File: src/sv/bmc_pkg.sv
// shared types, codes and helper functions of the cartridge bank mapper
// no dependencies; used by bank_mapper_cartridge, bmc_route_sb_pkg and tb

package bmc_pkg;

  // field widths
  localparam int ActionW  = 2;
  localparam int AddrW    = 16;
  localparam int ByteW    = 8;
  localparam int TargetW  = 3;
  localparam int FlashW   = 23;
  localparam int BankW    = 10;
  localparam int GenRegW  = 4;
  localparam int IdStepW  = 3;
  localparam int NumBanks = 4;

  // packed stream word widths
  localparam int InDataW  = 24;   // address, data
  localparam int OutDataW = 56;   // 52 bits of fields, padded to whole bytes

  typedef enum logic [ActionW-1:0] {
    ACT_MEM_RD = 2'd0,
    ACT_MEM_WR = 2'd1,
    ACT_IO_WR  = 2'd2,
    ACT_NOP    = 2'd3
  } action_t;

  typedef enum logic [TargetW-1:0] {
    TGT_NONE      = 3'd0,
    TGT_FLASH_RD  = 3'd1,
    TGT_FLASH_WR  = 3'd2,
    TGT_SOUND_RD  = 3'd3,
    TGT_SOUND_WR  = 3'd4,
    TGT_REG_RD    = 3'd5,
    TGT_GEN_WR    = 3'd6,
    TGT_UNMAPPED  = 3'd7
  } target_t;

  // mapper register addresses
  localparam logic [AddrW-1:0] REG_ID     = 16'h7FFC;
  localparam logic [AddrW-1:0] REG_CONFIG = 16'h7FFD;
  localparam logic [AddrW-1:0] REG_OFFSET = 16'h7FFE;
  localparam logic [AddrW-1:0] REG_ENABLE = 16'h7FFF;

  // id sequence
  localparam logic [ByteW-1:0]   ID_UNLOCK   = 8'h9F;
  localparam logic [IdStepW-1:0] ID_LAST     = 3'd4;

  // i/o ports of the sound generator
  localparam logic [ByteW-1:0] PORT_GEN_LATCH = 8'h10;
  localparam logic [ByteW-1:0] PORT_GEN_DATA  = 8'h11;
  localparam logic [ByteW-1:0] PORT_ECHO_LATCH = 8'hA0;
  localparam logic [ByteW-1:0] PORT_ECHO_DATA  = 8'hA1;

  // sound window decode, address already mirrored
  function automatic logic in_window(input logic             four_bank,
                                     input logic             plus_mode,
                                     input logic [ByteW-1:0] raw2,
                                     input logic [ByteW-1:0] raw3,
                                     input logic [AddrW-1:0] a);
    logic hit;
    if (four_bank) begin
      hit = 1'b0;
    end else if (plus_mode) begin
      hit = raw3[7] && (a >= 16'hB800) && (a < 16'hBFFE);
    end else begin
      hit = (raw2[5:0] == 6'h3F) && (a >= 16'h9800) && (a < 16'hA000);
    end
    return hit;
  endfunction

  // id reply byte for each step of the sequence
  function automatic logic [ByteW-1:0] id_reply(input logic [IdStepW-1:0] step);
    logic [ByteW-1:0] v;
    case (step)
      3'd1:    v = 8'h1F;
      3'd2:    v = 8'h23;
      3'd3:    v = 8'h00;
      3'd4:    v = 8'h00;
      default: v = 8'hFF;
    endcase
    return v;
  endfunction

endpackage

File: src/sv/bank_mapper_cartridge.sv
// cartridge bank mapper: cpu bus decoder with four switchable 8 kB banks
// depends on bmc_pkg
//
// usage:
//   in_*  : one cpu access per word. in_tuser = action (0 mem read,
//           1 mem write, 2 i/o write), in_tdata = address and data byte.
//   out_* : one routing word per accepted input word. out_tuser = target,
//           out_tdata = flash address, read value, sound offset, plus mode,
//           generator register and write value.
//   path: an accepted word is registered in the input register, then decoded
//           into the output register, which drives out_*.
//   throughput: one word per cycle while out_tready is high; all decode and
//           the bank, mode and id register updates are done combinationally
//           between the input register and the output register.
//   reset: rst_n low clears both stages and loads banks 0..3, all other
//           mapper registers zero.
//   stall: while out_tready is low the output word holds, the input
//           register fills and in_tready then drops; nothing is lost.

module bank_mapper_cartridge (
  input  logic                          clk,
  input  logic                          rst_n,
  // input channel
  input  logic                          in_tvalid,
  output logic                          in_tready,
  input  logic [bmc_pkg::InDataW-1:0]   in_tdata,   // address[15:0], data[23:16]
  input  logic [bmc_pkg::ActionW-1:0]   in_tuser,   // action[1:0]
  // result channel
  output logic                          out_tvalid,
  input  logic                          out_tready,
  // flash_addr[22:0], read_data[30:23], sound_offset[38:31],
  // sound_plus_mode[39], gen_reg[43:40], write_value[51:44], zero[55:52]
  output logic [bmc_pkg::OutDataW-1:0]  out_tdata,
  output logic [bmc_pkg::TargetW-1:0]   out_tuser   // target[2:0]
);

  // ---------------------------------------------------------------- input register
  logic                        s1_valid_r;
  bmc_pkg::action_t            act_r;
  logic [bmc_pkg::AddrW-1:0]   addr_r;
  logic [bmc_pkg::ByteW-1:0]   data_r;

  logic out_tvalid_r;
  logic out_free;     // output register can take a word this cycle
  logic s1_adv;       // input register moves into the output register

  assign out_free  = !out_tvalid_r || out_tready;
  assign s1_adv    = s1_valid_r && out_free;
  assign in_tready = !s1_valid_r || out_free;

  always_ff @(posedge clk) begin
    if (!rst_n) begin
      s1_valid_r <= 1'b0;
    end else if (in_tready) begin
      s1_valid_r <= in_tvalid;
    end
  end

  always_ff @(posedge clk) begin
    if (in_tvalid && in_tready) begin
      act_r  <= bmc_pkg::action_t'(in_tuser);
      addr_r <= in_tdata[15:0];
      data_r <= in_tdata[23:16];
    end
  end

  // ---------------------------------------------------------------- mapper state
  logic [bmc_pkg::BankW-1:0]   bank_adj_r [bmc_pkg::NumBanks];
  logic [bmc_pkg::BankW-1:0]   bank_adj_nxt [bmc_pkg::NumBanks];
  logic [bmc_pkg::ByteW-1:0]   bank_raw_r [bmc_pkg::NumBanks];
  logic [bmc_pkg::ByteW-1:0]   bank_raw_nxt [bmc_pkg::NumBanks];
  logic [bmc_pkg::ByteW-1:0]   enable_r, enable_nxt;
  logic [bmc_pkg::ByteW-1:0]   offset_r, offset_nxt;
  logic [bmc_pkg::ByteW-1:0]   mode_r, mode_nxt;
  logic [bmc_pkg::IdStepW-1:0] id_step_r, id_step_nxt;
  logic                        plus_r, plus_nxt;          // sound mode bit 5
  logic [bmc_pkg::GenRegW-1:0] gen_latch_r, gen_latch_nxt;

  // ---------------------------------------------------------------- decode
  logic [bmc_pkg::AddrW-1:0]   fa_addr;     // mirrored into 0x4000..0xBFFF
  logic [1:0]                  page;
  logic                        reg_area;
  logic [bmc_pkg::ByteW-1:0]   port;
  logic                        port_hit;

  // flip bit 15 when the address lies below 0x4000 or at 0xC000 and up
  assign fa_addr  = {addr_r[15] ^ (addr_r[15] ~^ addr_r[14]), addr_r[14:0]};
  // (a >> 13) - 2, modulo four
  assign page     = {~fa_addr[14], fa_addr[13]};
  assign reg_area = (addr_r[15:2] == bmc_pkg::REG_ID[15:2]);
  assign port     = addr_r[7:0];
  assign port_hit = (port == bmc_pkg::PORT_GEN_LATCH) || (port == bmc_pkg::PORT_GEN_DATA) ||
                    (((port == bmc_pkg::PORT_ECHO_LATCH) || (port == bmc_pkg::PORT_ECHO_DATA))
                     && mode_r[1]);

  bmc_pkg::target_t            tgt;
  logic [bmc_pkg::FlashW-1:0]  fa;
  logic [bmc_pkg::ByteW-1:0]   rd;
  logic [bmc_pkg::ByteW-1:0]   so;
  logic [bmc_pkg::GenRegW-1:0] gr;
  logic [bmc_pkg::ByteW-1:0]   wv;
  logic [bmc_pkg::FlashW-1:0]  flash_of;

  assign flash_of = {bank_adj_r[page], fa_addr[12:0]};

  always_comb begin
    bank_adj_nxt  = bank_adj_r;
    bank_raw_nxt  = bank_raw_r;
    enable_nxt    = enable_r;
    offset_nxt    = offset_r;
    mode_nxt      = mode_r;
    id_step_nxt   = id_step_r;
    plus_nxt      = plus_r;
    gen_latch_nxt = gen_latch_r;
    tgt = bmc_pkg::TGT_NONE;
    fa  = '0;
    rd  = '0;
    so  = '0;
    gr  = '0;
    wv  = '0;

    unique case (act_r)
      bmc_pkg::ACT_MEM_RD: begin
        if (reg_area && enable_r[0]) begin
          tgt = bmc_pkg::TGT_REG_RD;
          if (addr_r == bmc_pkg::REG_ID) begin
            rd = mode_r[6] ? bmc_pkg::id_reply(id_step_r) : 8'hFF;
          end else if (addr_r == bmc_pkg::REG_CONFIG) begin
            rd = mode_r | 8'h80;     // bit 7 reads as ready
          end else if (addr_r == bmc_pkg::REG_OFFSET) begin
            rd = offset_r;
          end else begin
            rd = enable_r;
          end
        end else if (bmc_pkg::in_window(mode_r[3], plus_r, bank_raw_r[2], bank_raw_r[3],
                                        fa_addr)) begin
          tgt = bmc_pkg::TGT_SOUND_RD;
          so  = fa_addr[7:0];
        end else if (!mode_r[2]) begin
          tgt = bmc_pkg::TGT_FLASH_RD;
          fa  = flash_of;
        end else begin
          tgt = bmc_pkg::TGT_UNMAPPED;
          rd  = 8'hFF;
        end
      end

      bmc_pkg::ACT_MEM_WR: begin
        // register writes first; the routing below sees the new values
        if (addr_r == bmc_pkg::REG_ENABLE) begin
          enable_nxt = data_r;
        end else if (reg_area && enable_r[0]) begin
          if (addr_r == bmc_pkg::REG_ID) begin
            if (mode_r[6]) begin
              if (id_step_r == '0) begin
                if (data_r == bmc_pkg::ID_UNLOCK) id_step_nxt = 3'd1;
              end else if (id_step_r < bmc_pkg::ID_LAST) begin
                id_step_nxt = id_step_r + 3'd1;
              end else begin
                id_step_nxt = '0;
              end
            end
          end else if (addr_r == bmc_pkg::REG_CONFIG) begin
            mode_nxt = data_r;
          end else begin
            offset_nxt = data_r;
          end
        end

        if (enable_nxt[4]) begin
          // flash write mode
          if (!mode_nxt[2]) begin
            tgt = bmc_pkg::TGT_FLASH_WR;
            fa  = flash_of;
            wv  = data_r;
          end
        end else if (mode_nxt[3]) begin
          // four-bank scheme: with mode bit 0 clear, a write at 0x6000 and up switches its bank
          if (!mode_nxt[0] && (fa_addr[15:13] >= 3'd3)) begin
            bank_raw_nxt[page] = data_r;
            bank_adj_nxt[page] = {2'b00, data_r} + {offset_nxt, mode_nxt[5:4]};
          end
        end else begin
          // sound-chip scheme
          if (bmc_pkg::in_window(mode_nxt[3], plus_r, bank_raw_r[2], bank_raw_r[3],
                                 fa_addr)) begin
            tgt = bmc_pkg::TGT_SOUND_WR;
            so  = fa_addr[7:0];
            wv  = data_r;
          end
          if ((fa_addr[12:11] == 2'b10) && !mode_nxt[0]) begin
            bank_raw_nxt[page] = data_r;
            bank_adj_nxt[page] = {2'b00, data_r} + {offset_nxt, mode_nxt[5:4]};
          end
          if (fa_addr[15:1] == 15'h5FFF) begin
            plus_nxt = data_r[5];
          end
        end
      end

      bmc_pkg::ACT_IO_WR: begin
        if (port_hit) begin
          if (port[0]) begin
            tgt = bmc_pkg::TGT_GEN_WR;
            gr  = gen_latch_r;
            wv  = data_r;
          end else begin
            gen_latch_nxt = data_r[3:0];
          end
        end
      end

      default: ;
    endcase
  end

  always_ff @(posedge clk) begin
    if (!rst_n) begin
      for (int i = 0; i < bmc_pkg::NumBanks; i++) begin
        bank_adj_r[i] <= bmc_pkg::BankW'(i);
        bank_raw_r[i] <= bmc_pkg::ByteW'(i);
      end
      enable_r    <= '0;
      offset_r    <= '0;
      mode_r      <= '0;
      id_step_r   <= '0;
      plus_r      <= 1'b0;
      gen_latch_r <= '0;
    end else if (s1_adv) begin
      bank_adj_r  <= bank_adj_nxt;
      bank_raw_r  <= bank_raw_nxt;
      enable_r    <= enable_nxt;
      offset_r    <= offset_nxt;
      mode_r      <= mode_nxt;
      id_step_r   <= id_step_nxt;
      plus_r      <= plus_nxt;
      gen_latch_r <= gen_latch_nxt;
    end
  end

  // ---------------------------------------------------------------- output register
  logic [bmc_pkg::OutDataW-1:0] out_tdata_r;
  logic [bmc_pkg::TargetW-1:0]  out_tuser_r;

  always_ff @(posedge clk) begin
    if (!rst_n) begin
      out_tvalid_r <= 1'b0;
    end else if (out_free) begin
      out_tvalid_r <= s1_valid_r;
    end
  end

  always_ff @(posedge clk) begin
    if (s1_adv) begin
      out_tuser_r <= tgt;
      out_tdata_r <= {4'b0000, wv, gr, plus_nxt, so, rd, fa};
    end
  end

  assign out_tvalid = out_tvalid_r;
  assign out_tdata  = out_tdata_r;
  assign out_tuser  = out_tuser_r;

  // ---------------------------------------------------------------- checks
  // the id sequence never runs past its last step
  a_id_step_range: assert property (@(posedge clk) disable iff (!rst_n)
    id_step_r <= bmc_pkg::ID_LAST)
    else $error("id step out of range");

  // a word leaving the input register always lands in the output register
  a_stage_handoff: assert property (@(posedge clk) disable iff (!rst_n)
    s1_adv |=> out_tvalid_r)
    else $error("decoded word lost");

  // flash address is zero unless the word targets the flash
  a_flash_addr_zero: assert property (@(posedge clk) disable iff (!rst_n)
    (out_tvalid_r && (out_tuser_r != bmc_pkg::TGT_FLASH_RD)
                  && (out_tuser_r != bmc_pkg::TGT_FLASH_WR)) |-> (out_tdata_r[22:0] == '0))
    else $error("flash address on non-flash target");

  // a word in the input register stays there while the output side is blocked
  a_fill_on_stall: assert property (@(posedge clk) disable iff (!rst_n)
    (s1_valid_r && !out_free) |=> s1_valid_r)
    else $error("pending word dropped during stall");

endmodule

File: config.mk
export PLATFORM = sky130hd
export DESIGN_NAME = bank_mapper_cartridge
export DESIGN_NICKNAME = d
export VERILOG_FILES = /design/src/sv/bmc_pkg.sv /design/src/sv/bank_mapper_cartridge.sv
export SDC_FILE = /design/constraint.sdc
export NUM_CORES = 1
export LEC_CHECK = 0
export CAP_MARGIN = 20
export CORE_UTILIZATION = 65
export CTS_CLUSTER_SIZE = 8
export DETAILED_ROUTE_END_ITERATION = 10
export DONT_BUFFER_PORTS = 1
export GPL_TIMING_DRIVEN = 0
export PLACE_DENSITY = 0.81
export SLEW_MARGIN = 20
export SYNTH_ARGS = -nofsm -noshare
export SYNTH_HDL_FRONTEND = slang
export SYNTH_SLANG_ARGS = --single-unit
File: constraint.sdc
create_clock -name clk -period 11.4 [get_ports clk]
set_clock_uncertainty 0.15 [all_clocks]
set_input_delay 0.57 -clock clk [delete_from_list [all_inputs] [get_ports clk]]
set_output_delay 0.57 -clock clk [all_outputs]
set_load 0.05 [all_outputs]
==> impl_metrics.env <==
export IMPL_status="completed"
export IMPL_swShare_pct=23.2
export IMPL_design_core_area_sq_um=11000
export IMPL_rsz0062_at_grt="false"
export IMPL_area_growth_pct=11.8
export IMPL_ys_ff_latch=161
export IMPL_vias=5593
export IMPL_crit_path_max_incr_delay_ps=610
export IMPL_drive_gt1_share_pct=10.9
export IMPL_min_from="in_tdata[2]"
export IMPL_grt_pass1_vias=5351
export IMPL_hold_ws_ps=68.9
export IMPL_place_hpwl_mm=12.6
export IMPL_worstMarginPinSlew_ps=818
export IMPL_grt_use_total_pct=32.6
export IMPL_worstPathArrival_ps=4730
export IMPL_viasPerCell=6.53
export IMPL_routed_wirelength_mm=18.7
export IMPL_crit_chain="inv_1 > ha_1 > nand4_2 > nor4_1 > nand3_1 > mux2_2 > ha_1 > o21ai_0 > o21ai_0 > a32oi_1 > xnor2_1 > mux2i_1 > o22ai_1"
export IMPL_antenna_found_initial=0
export IMPL_fmax_ghz=0.218
export IMPL_cap_violations=0
export IMPL_path_class="reg -> reg"
export IMPL_ys_types=61
export IMPL_cts_sinks=161
export IMPL_seq_area_frac_synth_pct=54.2
export IMPL_finalMaxSlewViolations=0
export IMPL_max_slew_margin_pct=45.0
export IMPL_gp_congestion=0.972
export IMPL_initial_utilization_pct=67.8
export IMPL_grt_overflow=0
export IMPL_port_buffers=0
export IMPL_ant_nets=0
export IMPL_root_buffer="clkbuf_16"
export IMPL_r2r_slack_ps=6800
export IMPL_vdd_drop_max_v=0.000181
export IMPL_cts_reportedPaths_clkPinSlew_ps=60
export IMPL_die_w_microns=109
export IMPL_finalNetCount=751
export IMPL_die_h_microns=109
export IMPL_grt_max_degree=58
export IMPL_p_per_area_nw_per_um2=168
export IMPL_synth_warnings=0
export IMPL_dp_slack_ps=6950
export IMPL_async_flop_share_pct=0
export IMPL_wire_per_inst_microns=21.9
export IMPL_setup_tns_ps=0
export IMPL_reg2reg_to="bank_adj_r[39]"
export IMPL_io_pins=91
export IMPL_post_route_period_util_pct=40.3
export IMPL_h_tree_depth=4
export IMPL_dieArea_sq_um=11900
export IMPL_rows=38
export IMPL_cp_max_fo=8
export IMPL_finalHoldViolCount=0
export IMPL_whs_path_depth=0
export IMPL_mostFrequentLayoutCells="nand2_1, edfxtp_1, dfxtp_1"
export IMPL_clk_latency_ps=440
export IMPL_post_cts_setup_buffer_count=0
export IMPL_final_common_cell="nand2_1"
export IMPL_cts_buffers=17
export IMPL_syn_area_per_cell_sq_um=10.9
export IMPL_clk_path_buf_depth=2
export IMPL_setup_violations=0
export IMPL_pwr_share_seq_pct=47.9
export IMPL_p_leak_nw=3.01
export IMPL_regToRegStartpoint="addr_r[15]"
export IMPL_final_setup_worst_slack_ps=6800
export IMPL_cts_hold_repair_buffers=0
export IMPL_p_switching_uw=324
export IMPL_hp_class="in -> reg"
export IMPL_min_period_ps=4600
export IMPL_diodes=0
export IMPL_synth_edf_count=81
export IMPL_grt_pass1_wl_mm=28.1
export IMPL_drtIter0Drc=668
export IMPL_ys_flop_type="edfxtp_1"
export IMPL_netlist_area_sq_um=7450
export IMPL_p_int_mw=1.08
export IMPL_syn_inst=681
export IMPL_rr_worst_depth=13
export IMPL_worst_setup_path_start_kind="flop"
export IMPL_endpoint_kind="flop"
export IMPL_total_power_mw=1.40
export IMPL_crit_slowest_cell="nor4_1"
export IMPL_drcViolationCount=0
export IMPL_tritoncts="yes"
export IMPL_p_clk_share_pct=47.9
export IMPL_min_to="addr_r[2]"
export IMPL_cts_repair_resized=0
export IMPL_dr_pass1_iters=5
export IMPL_combPwrFrac_pct=4.2
export IMPL_required_ps=11540
==> registers in the layout, indices dropped and copies added (netlist names) <==
register	cells
mode_r	7
out_tvalid	1
plus_r	1
data_r	8
offset_r	8
out_tdata	52
s1_valid_r	1
bank_raw_r	7
act_r	2
id_step_r	3
addr_r	16
out_tuser	3
gen_latch_r	4
bank_adj_r	40
enable_r	8
==> logic make-up after synthesis <==
| kind of cell | after synthesis | synth area share [%] |
|---|---|---|
| compound gates | 104 | 8.82 |
| xor+xnor | 8 | 0.941 |
| fa+ha+maj | 18 | 3.12 |
| buf+inv | 46 | 2.89 |
| flops | 161 | 54.2 |
| mux | 73 | 11.7 |
| other cells | 1 | 0.0503 |
| simple gates | 270 | 18.3 |
==> per-stage QoR <==
step           utilization [%]  cell area (sq um)  instances
2_1_floorplan                -               7460        684
3_3_place_gp              69.5               7630        824
3_5_place_dp              69.5               7640        824
4_1_cts                   75.8               8330        856
5_1_grt                   75.8               8330        856
6_report                  75.8               8330        856
==> final cells by class <==
| class | count | area, sq um |
|---|---|---|
| buffer | 35 | 174 |
| clock buffer | 19 | 433 |
| clock inverter | 13 | 256 |
| fill | 659 | 2660 |
| inverter | 11 | 41.3 |
| multi-input combinational | 477 | 3210 |
| sequential | 161 | 4030 |
| tap | 140 | 175 |
==> power by group through the flow <==
stage / combinational, mW / clock, mW / sequential [mW]
detailed placement: 0.0562 / 0 / 0.683
floorplan: 0.0423 / 0 / 0.676
CTS: 0.0572 / 0.671 / 0.670
finish: 0.0584 / 0.671 / 0.671
global route: 0.0626 / 0.692 / 0.672
global placement: 0.0539 / 0 / 0.682
==> cells in the mapped netlist (9+ instances only) <==
cell      number  area, sq um
ha_1          17          213
a21oi_1       42          210
and2_1        39          244
nand3_1       14         70.1
inv_1         11         41.3
clkbuf_1      22         82.6
dfxtp_1       80         1600
mux4_2        10          225
mux2_2        10          113
o21ai_0       15         75.1
edfxtp_1      81         2430
mux2i_1       52          521
nand4_1       15         93.8
nand2_1      106          398
o22ai_1        9         56.3
nor2_1        47          176
==> per-layer routing <==
layer  up-vias  global-route usage, %  wire length, microns
li1       2502                      -                     -
met5         -                      0                     0
met1      2693                   42.4                  7540
met4         0                   12.7                   431
met2       348                   52.3                  8970
met3        50                   8.25                  1790
==> critical path: cells and delay by family (launching register included) <==
family          cells  cell delay (ps)
flops               1              400
xor+xnor            1              110
mux                 2              860
compound gates      4             1050
fa+ha+maj           2              520
simple gates        3             1310
buf+inv             1               70
==> worst max path at each step <==
stage	from	end	slack (ps)	depth (start not counted)
3_3_place_gp	addr_r[15]	bank_adj_r[39]	7120	13
4_1_cts	addr_r[15]	bank_adj_r[39]	6910	13
2_1_floorplan	addr_r[15]	bank_adj_r[8]	7690	14
3_5_place_dp	addr_r[15]	bank_adj_r[39]	6950	13
6_report	addr_r[15]	bank_adj_r[39]	6800	13
5_1_grt	addr_r[15]	bank_adj_r[39]	6440	13
Power figures use the tool's default switching activity.
